<file path="config.mk">
export PLATFORM = sky130hd
export DESIGN_NAME = dpc_cell
export DESIGN_NICKNAME = d
export VERILOG_FILES = /design/src/design/dpc_pkg.sv /design/src/design/dpc_cell.sv
export SDC_FILE = /design/constraint.sdc
export NUM_CORES = 1
export LEC_CHECK = 0
export BUFFER_PORTS_ARGS = -buffer_cell sky130_fd_sc_hd__buf_2
export CORE_ASPECT_RATIO = 1.25
export CORE_MARGIN = 4
export CORE_UTILIZATION = 40
export DETAILED_ROUTE_END_ITERATION = 8
export PLACE_DENSITY = 0.65
export SYNTH_ARGS = -nofsm -noshare
export SYNTH_HDL_FRONTEND = slang
export SYNTH_SLANG_ARGS = --single-unit
export TNS_END_PERCENT = 1
</file>
<file path="constraint.sdc">
create_clock -name clock -period 10 [get_ports clock]
set_input_delay 0.5 -clock clock [delete_from_list [all_inputs] [get_ports clock]]
set_output_delay 0.5 -clock clock [all_outputs]
set_load 0.02 [all_outputs]
</file>
<file path="src/design/dpc_pkg.sv">
// Shared constants and the token type for the double dominance pair counter.
package dpc_pkg;

   localparam int MAX_LEN   = 1024;
   localparam int VALUE_W   = 32;
   localparam int HIT_W     = $clog2(MAX_LEN + 1);
   localparam int COUNT_W   = 19;
   localparam int SUM_W     = COUNT_W + 1;
   localparam logic [COUNT_W-1:0] COUNT_MAX = {COUNT_W{1'b1}};

   // One request travelling down the cell chain.
   typedef struct packed {
      logic                      valid;
      logic                      last;
      logic                      placed;
      logic signed [VALUE_W-1:0] value;
      logic [HIT_W-1:0]          hits;
   } token_type;

endpackage

</file>
<file path="src/design/dpc_cell.sv">
// One storage cell of the chain: holds one value and tests passing requests against it.
module dpc_cell (
   input  logic               clock,
   input  logic               reset,
   input  dpc_pkg::token_type tok_in,
   output dpc_pkg::token_type tok_out
);
   import dpc_pkg::*;

   logic signed [VALUE_W-1:0] slot_ff, slot_in;
   logic                      full_ff, full_in;
   token_type                 tok_ff, tok_in_next;
   logic                      hit;

   // 2*stored <= value, both sides taken one bit wider so nothing overflows.
   assign hit = full_ff && ($signed({slot_ff, 1'b0}) <= $signed({tok_in.value[VALUE_W-1],
                                                                  tok_in.value}));

   always_comb begin
      slot_in     = slot_ff;
      full_in     = full_ff;
      tok_in_next = tok_in;
      if (tok_in.valid) begin
         tok_in_next.hits   = tok_in.hits + HIT_W'(hit);
         tok_in_next.placed = tok_in.placed || !full_ff;
         if (tok_in.last) begin
            full_in = 1'b0;
         end else if (!full_ff && !tok_in.placed) begin
            full_in = 1'b1;
            slot_in = tok_in.value;
         end
      end
   end

   always_ff @(posedge clock) begin
      if (reset) begin
         full_ff      <= 1'b0;
         tok_ff.valid <= 1'b0;
      end else begin
         full_ff      <= full_in;
         tok_ff.valid <= tok_in_next.valid;
      end
      slot_ff       <= slot_in;
      tok_ff.last   <= tok_in_next.last;
      tok_ff.placed <= tok_in_next.placed;
      tok_ff.value  <= tok_in_next.value;
      tok_ff.hits   <= tok_in_next.hits;
   end

   assign tok_out = tok_ff;

   a_last_empties: assert property (@(posedge clock) disable iff (reset)
      tok_in.valid && tok_in.last |=> !full_ff)
      else $error("cell still full after end of sequence passed");

   a_store_first_free: assert property (@(posedge clock) disable iff (reset)
      tok_in.valid && !tok_in.last && !tok_in.placed && !full_ff
      |=> full_ff && tok_out.valid && tok_out.placed)
      else $error("free cell did not take an unplaced value");

   a_full_keeps_placed: assert property (@(posedge clock) disable iff (reset)
      tok_in.valid && full_ff |=> tok_out.valid && tok_out.placed == $past(tok_in.placed))
      else $error("full cell changed the placement flag");

endmodule

</file>
# Word-level counts from Yosys, hierarchy flattened
# Cells that the tools add are included.
[classes]
n_reduce_logical = 8
magnitude_cmp = 1
addsub = 1
muxes = 4
bitwise = 1
[ops]
columns = ["operator", "count"]
rows = [
  ["<= comparator 33 x 32 -> 1 bit", 1],
  ["adder 11 x 1 -> 11 bit", 1],
  ["two-way mux 11 bit", 1],
  ["two-way mux 1 bit", 3],
  ["AND reduction 3 bit", 1],
  ["logical AND 1 bit", 2],
  ["zero test 1 bit", 2],
  ["AND reduction 2 bit", 1],
  ["nonzero test 2 bit", 1],
  ["logical OR 1 bit", 1],
  ["NOT 1 bit", 1],
]
[totals]
elab_cells = 22
regBits = 79
out_inout_bits = 46

# Longest topological paths before layout
[logic_depth]
ltp_word = 4
mapped_depth = 14
mapped_depth_nobuf = 14

# Worst setup path before layout
# No wires, ideal clock.
[synth_timing]
path_type = "in2reg"
startpoint = "input tok_in[45] (netlist bit)"
endpoint = "register slot_ff[0] (enable)"
path_slack_ns = 6.584
arrival_time_ns = 2.954
setup_ns = 0.461
stages = 3
path_buffers = 1
path_cell_list = "buf_2 > nand2b_1 > nor3_1"
[synth_via]
elab_chain_len = 1
[synth_rtl]
columns = ["element", "line", "source"]
rows = [
  ["start, declared", "dpc_cell.sv:5", "input dpc_pkg::token_type tok_in,"],
  ["AND reduction 3 bit (no line)", "n/a", ""],
  ["end signal, assigned", "dpc_cell.sv:43", "slot_ff <= slot_in;"],
  ["end, declared", "dpc_cell.sv:10", "logic signed [VALUE_W-1:0] slot_ff, slot_in;"],
]
# No other way between the ends.
# A chain may end at the register's enable or synchronous reset.

==> summary.txt <==
Outcome: complete, no violations
Vias in the first global route: 2014
Drt total wl: 5276 um
Initial antenna violation count: 0
Final period utilization: 30.23%
Die area: 8850 um^2
Post-synth design cell area: 2960 um^2
Total grt overflow: 0
Longest Clk Path Bufs: 2
Max cap viols: 0
Detail-routed via count per cell: 4.564
Seq. cell area: 1902 um^2
CTS resizes: 0
Wire per inst: 12.24 um
Postcts setup bufs: 0
Area occupied by multi-input gates: 938.4 um^2
Largest net degree at the start of global routing: 33
Distinct cell type count after synthesis: 29
TritonCTS buffer count: 9
Synth Instances: 232
Clock Skew: 7.857 ps
Final setup margin: 6977 ps
Crit start category: flip-flop
Setup crit end kind: flip-flop
Post-DRT Antenna Nets: 0
IO Port Bufs: 93
Slew Viols, Final: 0
FILL cells: 642
Post-synthesis sequential area ratio: 64.24%
Root buffer cell: clkbuf_8
Pwr Density: 165.8 nW/um^2
Worst rel slew slack: 71.03%
Setup_tns: 0 ps
Initial Util: 41.92%
CTS tree: built
Via count: 1967
Endpoints failing hold: 0
Fmax: 330.8 MHz
Dpl cell area: 3546 um^2
Worst-path clk slew: 80 ps
DRT iter0 DRCs: 85
RSZ-0062 raised after global routing: false
Clk Latency, worst-skew pair: 340 ps
CP arrival: 3250 ps
Setup Viol. Count Final: 0
Synth-to-layout area growth: 25.11%
Final GP Congestion: 0.7535
Layout Utilization: 52.45%
Detail Placement HPWL: 4096 um
Total power: 0.6141 mW
Core area: 7062 um^2
Ant. Diodes: 0
Fraction of layout cells with a size suffix above 1: 32.55%
Minimum clock period: 3023 ps
Rows: 34
Syn_nets: 314
Critical Path Max Stage Delay: 440 ps
CP Cell Sequence: ha_1 -> a21oi_1 -> nand2_1 -> a211oi_1 -> o21ai_0 -> a2111oi_0 -> a211o_1 -> ha_1 -> ha_1 -> nand4_1 -> nor2_1 -> nand3_1 -> xnor2_1
Nets: 418
Finished Cell Area: 3704 um^2
Crit path kind: flip-flop to flip-flop
Peak VDD IR: 0.09804 mV
# IOs: 94
Die width: 84.95 um
Number of iterations in the first detailed-routing pass: 4
CP dominant cell by count: ha_1
Pre-CTS WS: 6745 ps
Slowest stage cell on the critical path: a2111oi_0
Residual DRC: 0
First-pass GRT wire length: 8714 um
Least-Margin Pin Slew: 423.6 ps
CP max FO: 3
Class of the tightest hold or removal check: input pin to flip-flop
Crit path required time: 10230 ps
Pleak: 1.746 nW
CTS Hold Bufs: 0
Die height: 104.2 um
Clock sink count: 79
Global-route usage over all layers: 12.50%
Syn_area_per_cell: 12.76 um^2
H-Tree Depth: 3
Synthesis-stage register bit count: 79
Yosys warning count: 0
==> layer usage <==
layer	wire length (um)	GRT usage, %
met1	2199	14.05
met2	2522	20.06
met3	454	5.626
met4	99	5.769
met5	0	0
==> logic make-up (layout without fill, tap and decap cells) <==
family          count (synthesis)  after routing  synth area share (%)
compound gates                 26             26                 5.495
xor+xnor                        9              9                 2.663
fa+ha+maj                      34             34                 14.37
buf+inv                        33            142                 4.227
flops                          79             79                 64.24
mux                             3              3                 1.099
simple gates                   48             48                 7.904
==> cells in the final DEF (no fill, tap or decap), types with 6 or more instances in the layout <==
cell and n:
inv_1 32, xnor2_1 7, nand2_1 18, edfxtp_1 32, nand3_1 10, buf_2 93, ha_1 34, a21oi_1 14
clkbuf_8 9, nand4_1 6, nor2_1 6, dfxtp_1 47
==> synth_stat cells, drive strengths merged <==
cell | n | area share [%]
a2111oi | 1 | 0.30
nor3 | 2 | 0.34
and3 | 1 | 0.21
buf | 1 | 0.17
o211ai | 1 | 0.42
inv | 32 | 4.1
o21ai | 3 | 0.51
o21a | 1 | 0.25
nand3 | 10 | 1.7
nor2 | 6 | 0.76
mux2i | 1 | 0.34
mux2 | 2 | 0.76
edfxtp | 32 | 32
a211oi | 3 | 0.76
xor2 | 2 | 0.59
nor2b | 1 | 0.21
nand2b | 1 | 0.21
a211o | 1 | 0.30
nand2 | 18 | 2.3
ha | 34 | 14
nor4 | 2 | 0.63
a21oi | 14 | 2.4
o211a | 1 | 0.34
xnor2 | 7 | 2.1
nand4 | 6 | 1.3
dfxtp | 47 | 32
a21o | 1 | 0.25
nand4b | 1 | 0.30
==> stage by stage <==
step | std cells | hold slack (ps)
finish | 431 | 275.9
CTS | 431 | 259.4
global placement | 415 | 569.3
global route | 431 | 259.1
floorplan | 232 | 515.3
detailed placement | 415 | 567.4
==> path summary, 6_finish.rpt <==
path / end / cells past startpoint / startpoint / slack, ps
max: tok_out[8]$_DFF_P_ / 13 / slot_ff[14]$_DFFE_PP_ / 6980
min: tok_out[26]$_DFF_P_ / 1 / tok_in[26] / 280
max reg2reg: tok_out[8]$_DFF_P_ / 13 / slot_ff[14]$_DFFE_PP_ / 6980
min reg2reg: full_ff$_SDFFE_PP0P_ / 2 / full_ff$_SDFFE_PP0P_ / 570
==> layout make-up <==
| type | count | share of cell area [%] |
|---|---|---|
| Sequential cell | 79 | 51.35 |
| Multi-Input combinational cell | 120 | 25.34 |
| Timing Repair Buffer | 94 | 12.77 |
| Clock buffer | 12 | 3.649 |
| Inverter | 32 | 3.243 |
| Tap cell | 90 | 3.041 |
| Clock inverter | 4 | 0.6081 |
==> state kept, by name, summed over array words and instances, names as in the netlist <==
name	flops
full_ff	1
slot_ff	32
tok_out	46
==> worst max-delay path, delay by kind of cell (launching register included) <==
| kind | cells | cell delay, ps |
|---|---|---|
| xor gates and xnor gates | 1 | 140 |
| and+or+nand+nor | 4 | 580 |
| AOI/OAI and AO/OA | 5 | 1090 |
| adders and majority gates | 3 | 700 |
| DFF | 1 | 400 |
==> where the power goes <==
group / leakage [nW] / switching [mW] / total, mW / internal, mW
clock: 0.0818 / 0.105 / 0.194 / 0.0892
sequential: 0.689 / 0.00342 / 0.353 / 0.350
combinational: 0.975 / 0.0405 / 0.0671 / 0.0266
Power figures use the tool's default switching activity.
