==> src/design/dpc_pkg.sv <==
// Shared constants and the token type for the double dominance pair counter.
package dpc_pkg;

   localparam int MAX_LEN   = 1024;
   localparam int VALUE_W   = 32;
   localparam int HIT_W     = $clog2(MAX_LEN + 1);
   localparam int COUNT_W   = 19;
   localparam int SUM_W     = COUNT_W + 1;
   localparam logic [COUNT_W-1:0] COUNT_MAX = {COUNT_W{1'b1}};

   // One request travelling down the cell chain.
   typedef struct packed {
      logic                      valid;
      logic                      last;
      logic                      placed;
      logic signed [VALUE_W-1:0] value;
      logic [HIT_W-1:0]          hits;
   } token_type;

endpackage

==> src/design/dpc_accum.sv <==
// Tail of the chain: sums the hits of each request and issues the sequence result.
module dpc_accum (
   input  logic                          clock,
   input  logic                          reset,
   input  dpc_pkg::token_type            tok,
   output logic                          rsp_valid,
   output logic [dpc_pkg::COUNT_W-1:0]   rsp_pair_count,
   output logic                          rsp_overflow
);
   import dpc_pkg::*;

   logic [COUNT_W-1:0] run_ff, run_in;
   logic               ovf_ff, ovf_in;
   logic               rsp_valid_ff, rsp_valid_in;
   logic [COUNT_W-1:0] rsp_count_ff, rsp_count_in;
   logic               rsp_ovf_ff, rsp_ovf_in;
   logic [SUM_W-1:0]   sum;
   logic [COUNT_W-1:0] total;
   logic               ovf_now;

   always_comb begin
      sum     = SUM_W'(run_ff) + (tok.placed ? SUM_W'(tok.hits) : SUM_W'(0));
      total   = (sum > SUM_W'(COUNT_MAX)) ? COUNT_MAX : sum[COUNT_W-1:0];
      ovf_now = ovf_ff || !tok.placed;
      run_in       = run_ff;
      ovf_in       = ovf_ff;
      rsp_valid_in = 1'b0;
      rsp_count_in = rsp_count_ff;
      rsp_ovf_in   = rsp_ovf_ff;
      if (tok.valid) begin
         if (tok.last) begin
            rsp_valid_in = 1'b1;
            rsp_count_in = total;
            rsp_ovf_in   = ovf_now;
            run_in       = '0;
            ovf_in       = 1'b0;
         end else begin
            run_in = total;
            ovf_in = ovf_now;
         end
      end
   end

   always_ff @(posedge clock) begin
      if (reset) begin
         run_ff       <= '0;
         ovf_ff       <= 1'b0;
         rsp_valid_ff <= 1'b0;
      end else begin
         run_ff       <= run_in;
         ovf_ff       <= ovf_in;
         rsp_valid_ff <= rsp_valid_in;
      end
      rsp_count_ff <= rsp_count_in;
      rsp_ovf_ff   <= rsp_ovf_in;
   end

   assign rsp_valid      = rsp_valid_ff;
   assign rsp_pair_count = rsp_count_ff;
   assign rsp_overflow   = rsp_ovf_ff;

   a_rsp_after_last: assert property (@(posedge clock) disable iff (reset)
      tok.valid && tok.last |=> rsp_valid_ff)
      else $error("end of sequence gave no result");

   a_no_rsp_otherwise: assert property (@(posedge clock) disable iff (reset)
      !(tok.valid && tok.last) |=> !rsp_valid_ff)
      else $error("result without end of sequence");

   a_unplaced_flags: assert property (@(posedge clock) disable iff (reset)
      tok.valid && !tok.placed |=> ovf_ff || (rsp_valid_ff && rsp_ovf_ff))
      else $error("dropped value did not raise overflow");

endmodule
==> config.mk <==
export PLATFORM = sky130hd
export DESIGN_NAME = dpc_accum
export DESIGN_NICKNAME = d
export VERILOG_FILES = /design/src/design/dpc_pkg.sv /design/src/design/dpc_accum.sv
export SDC_FILE = /design/constraint.sdc
export NUM_CORES = 1
export LEC_CHECK = 0
export ABC_CLOCK_PERIOD_IN_PS = 5700
export CORE_ASPECT_RATIO = 1.75
export CORE_MARGIN = 2
export CORE_UTILIZATION = 25
export DETAILED_ROUTE_END_ITERATION = 16
export DONT_BUFFER_PORTS = 1
export SYNTH_ARGS = -nofsm -noshare
export SYNTH_HDL_FRONTEND = slang
export SYNTH_SLANG_ARGS = --single-unit
==> constraint.sdc <==
create_clock -name clock -period 5.7 [get_ports clock]
set_input_delay 0.285 -clock clock [delete_from_list [all_inputs] [get_ports clock]]
set_output_delay 0.285 -clock clock [all_outputs]
set_load 0.03 [all_outputs]
* After elaboration in Yosys (flattened, before gate mapping)
Cells that the tools add are included.
Word-level totals: word-level logic and storage cells 17, input port bits 48, output and inout bits 21, register bits 41
Cells by class: reduce and logical (&&, ||, !) cells 4, $lt $le $gt $ge 1, mux-type cells 5, add/sub/neg operators 1, bitwise logic cells 1
Operators with widths (number):
- two-way mux 19 bit | 2
- adder 19 x 11 -> 20 bit | 1
- > comparator 20 x 19 -> 1 bit (second input constant) | 1
- two-way mux 11 bit | 1
- two-way mux 1 bit | 2
- AND reduction 2 bit | 1
- OR reduction 2 bit | 1
- zero test 1 bit | 1
- logical OR 1 bit | 1
- inverter 1 bit | 1

* Logic depth before layout (Yosys ltp)
word-level depth 5, depth in mapped cells 11, mapped depth without buffers 10

* Worst setup path after synthesis
OpenSTA, ideal clock, no wires.
path type input to register, start in tok[43] (netlist name), end reg run_ff[10], stages on the path 11, buffers on the path 1, library setup time 0.117 ns, setup slack 3.203 ns, required time 5.583 ns, arrival time 2.380 ns, cells stage by stage clkbuf_1 -> and2_1 -> ha_1 -> inv_1 -> fa_1 -> nor2b_1 -> o211a_1 -> o31a_2 -> mux2i_1 -> or3_1 -> a22o_1
Between the ends: cells in the longest elaborated chain, start to end 5
RTL lines:
- from (decl) | line dpc_accum.sv:5 | input dpc_pkg::token_type tok,
- two-way mux 11 bit * | line dpc_accum.sv:22 | sum = SUM_W'(run_ff) + (tok.placed ? SUM_W'(tok.hits) : SUM_W'(0));
- adder 19 x 11 -> 20 bit * | line dpc_accum.sv:22
- > comparator 20 x 19 -> 1 bit | line dpc_accum.sv:23 | total = (sum > SUM_W'(COUNT_MAX)) ? COUNT_MAX : sum[COUNT_W-1:0];
- two-way mux 19 bit * | line dpc_accum.sv:23
- named net total[10] | line dpc_accum.sv:18 | logic [COUNT_W-1:0] total;
- two-way mux 19 bit * | line dpc_accum.sv:31 | if (tok.last) begin
- to (signal assigned) | line dpc_accum.sv:50 | run_ff <= run_in;
- to (decl) | line dpc_accum.sv:12 | logic [COUNT_W-1:0] run_ff, run_in;
Mark *: on every way through the listed nets, which the timed path passes. The rest lies on a longest branch. A chain may end at the register's enable or synchronous reset.

* Worst setup path in the final report
start reg run_ff[0], end reg run_ff[10]
Between the ends: cells in the longest elaborated chain, start to end 4
RTL lines (line):
- adder 19 x 11 -> 20 bit * | dpc_accum.sv:22
- > comparator 20 x 19 -> 1 bit | dpc_accum.sv:23
- two-way mux 19 bit * | dpc_accum.sv:23
- named net total[10] | dpc_accum.sv:18
- two-way mux 19 bit * | dpc_accum.sv:31
Marked as above.

==> summary.txt <==
Top FF cell, synth: dfxtp_1
syn avg cell area: 9.65 um^2
worst hold start: reset
Worst EP arrival: 2.74 ns
crit path time final: 2.56 ns
CP delay by family, top: simple AND/OR/NAND/NOR gates
WHS: 0.0625 ns
initial core utilization: 25.4%
number of distinct library cells after synthesis: 59
Max IR drop VDD: 196 uV
CTS Buf Count: 5
Rows: 47
Core ar.: 0.00941 mm^2
nets@finish: 306
Final Slew Violations: 0
largest net degree at the start of global routing: 21
CTS resizes: 0
Area growth syn-to-layout: 11.6%
status: finished, final reports clean
CTS tree: yes
mean routed wirelength per cell: 16.7 um
CTS clk-pin slew, worst paths: 0.06 ns
routed vias: 1884
DRT Wirelength: 6180 um
RSZ-0062 raised after global routing: no
clk buf depth: 2
dpl cells: 361
most common cell after layout, fill and taps aside: nand2_1
top cells by area, synth: edfxtp_1 (25%), dfxtp_1 (18%), ha_1 (5.8%)
GP Congestion: 0.844
Netlist Area Pre-Place: 0.00239 mm^2
GRT overflow: 0
hpwl dp: 4590 um
Vias/cell: 5.11
Yosys reg bits: 41
Die Span X: 78.0 um
Post-CTS Setup Inserts: 0
hold path depth: 1
max frequency: 391 MHz
slowest stage delay, CP: 0.42 ns
DRT iter0 DRCs: 115
worst hold path class: input port to flip-flop
Synth top area share: 25.1%
die span in y: 133 um
Req. time, crit path: 5.88 ns
Tot GR Track Use: 12.2%
Cell Count, Final, Fillers Out: 369
io pins: 69
register area share after synthesis: 42.7%
CP max stage cell: or3_1
asr flop ratio synth: 0%
cts hold-fix bufs: 0
final hold vios: 0
Clock Latency Late Sink: 0.28 ns
commonest cells after routing, fill and taps aside: nand2_1 (25), dfxtp_1 (21), edfxtp_1 (20), and2_1 (15)
antenna violations before repair: 0
number of diodes: 0
Critical Path Fanout Max: 6
clock sink count: 41
reg2reg end: run_ff[10]
share of cells above drive strength 1: 7.69%
Residual DRC: 0
CTS H-Tree Depth: 2
Setup TNS: 0 ns
Synthesized Nets: 308
Critical R2R Launch: run_ff[0]
Reg2Reg Depth: 9
number of global-route vias before repair: 1920
Max Cap Viol: 0
Yosys top cell by area: edfxtp_1
LEAKAGE: 1.03 nW
cell breakdown of the critical path: ha_1, inv_1, fa_1, nor2b_1, o211a_1, o31a_2, mux2i_1, or3_1, a22o_1
Critical Path Sink Type: flip-flop
first-pass iteration count of the detailed router: 4
Cell Area, Placed: 0.00250 mm^2
Ys Warns: 0
WP buf/inv: 1
design area: 0.00267 mm^2
Crit Path Class: flip-flop to flip-flop
clock root cell: clkbuf_16
global-route wire length before repair: 9900 um
reg2reg setup slack: 3.14 ns
Final period util: 44.9%
Hold Path End: run_ff[16]
Routed Antenna Nets: 0
crit start category: flip-flop
Filler cells: 1028
setup violators final: 0
pre-CTS setup slack: 3.11 ns
worst-margin pin slew: 1.08 ns
Gate Count Post-Synth: 248
port bufs: 0
die area: 0.0104 mm^2
Max-slew headroom: 28.0%
skew final: 0.00605 ns
Post-synth EDFFs: 20
pwr dens: 270 mW/mm^2
fin worst setup slack: 3.14 ns
==> cells in the mapped netlist (3+ instances only) <==
cell       n
xnor2_1    6
a31oi_1    5
o21ai_1    3
a22o_1    10
o211ai_1   4
clkbuf_1   6
edfxtp_1  20
and2_1    15
nand4_1    3
nand2_1   25
a21o_1     6
o21ai_0    7
inv_1     11
or3_1      3
nor2_1    14
ha_1      11
nor3_1     5
a21oi_1   14
nand3_1    8
nand2b_1   4
dfxtp_1   21
==> worst max path at each step <==
stage / from / to / slack, ns / depth (start not counted)
6_report: run_ff[0] / run_ff[10] / 3.14 / 9
5_1_grt: run_ff[0] / run_ff[10] / 2.98 / 9
3_3_place_gp: tok[9] / run_ff[7] / 3.11 / 7
2_1_floorplan: tok[43] / run_ff[10] / 3.20 / 11
4_1_cts: run_ff[0] / run_ff[10] / 3.15 / 9
3_5_place_dp: tok[0] / run_ff[10] / 3.11 / 10
==> registers in the layout, indices dropped and copies added (netlist names) <==
| register | cells |
|---|---|
| ovf_ff | 1 |
| rsp_overflow | 1 |
| rsp_pair_count | 19 |
| rsp_valid | 1 |
| run_ff | 19 |
==> kinds of logic after synthesis <==
family                   after synthesis  synth area share, %
flip-flops                            41                 42.7
buffers and inverters                 20                 3.55
AND/OR/NAND/NOR                       90                 19.6
multiplexers                           1                0.418
AO/OA/AOI/OAI                         76                 24.3
adder cells (fa/ha/maj)               12                 6.59
XOR/XNOR                               8                 2.93
==> worst reg2reg max path, cell delays in order (launching register included) <==
cell,delay [ns]
dfxtp_1,0.33
ha_1,0.22
inv_1,0.07
fa_1,0.39
nor2b_1,0.28
o211a_1,0.21
o31a_2,0.21
mux2i_1,0.09
or3_1,0.42
a22o_1,0.23
==> final cells by class <==
| cell class | instances | area (um^2) | area share (%) |
|---|---|---|---|
| multi-input combinational | 187 | 1290 | 48.2 |
| tap | 122 | 153 | 5.72 |
| sequential | 41 | 1020 | 38.2 |
| clock buffer | 6 | 129 | 4.83 |
| inverter | 11 | 41.3 | 1.55 |
| clock inverter | 2 | 38.8 | 1.45 |
==> routing by layer <==
metal / vias to the layer above / track usage, % / part of all wire (%)
met5: - / 0 / 0
met4: 0 / 4.48 / 1.8
met2: 43 / 23.3 / 55
li1: 921 / - / -
met3: 7 / 2.98 / 4.4
met1: 913 / 12.7 / 39
==> power by group <==
group          switching [mW]  internal (mW)
logic                  0.0354         0.0220
clock network           0.116          0.208
registers              0.0190          0.322
total                   0.171          0.551
==> stage by stage <==
step | util [%] | power (mW)
final | 28.4 | 0.722
after global placement | 26.6 | 0.403
after floorplan | - | 0.391
after global routing | 28.4 | 0.749
after CTS | 28.4 | 0.730
after detailed placement | 26.6 | 0.405
Power figures use the tool's default switching activity.
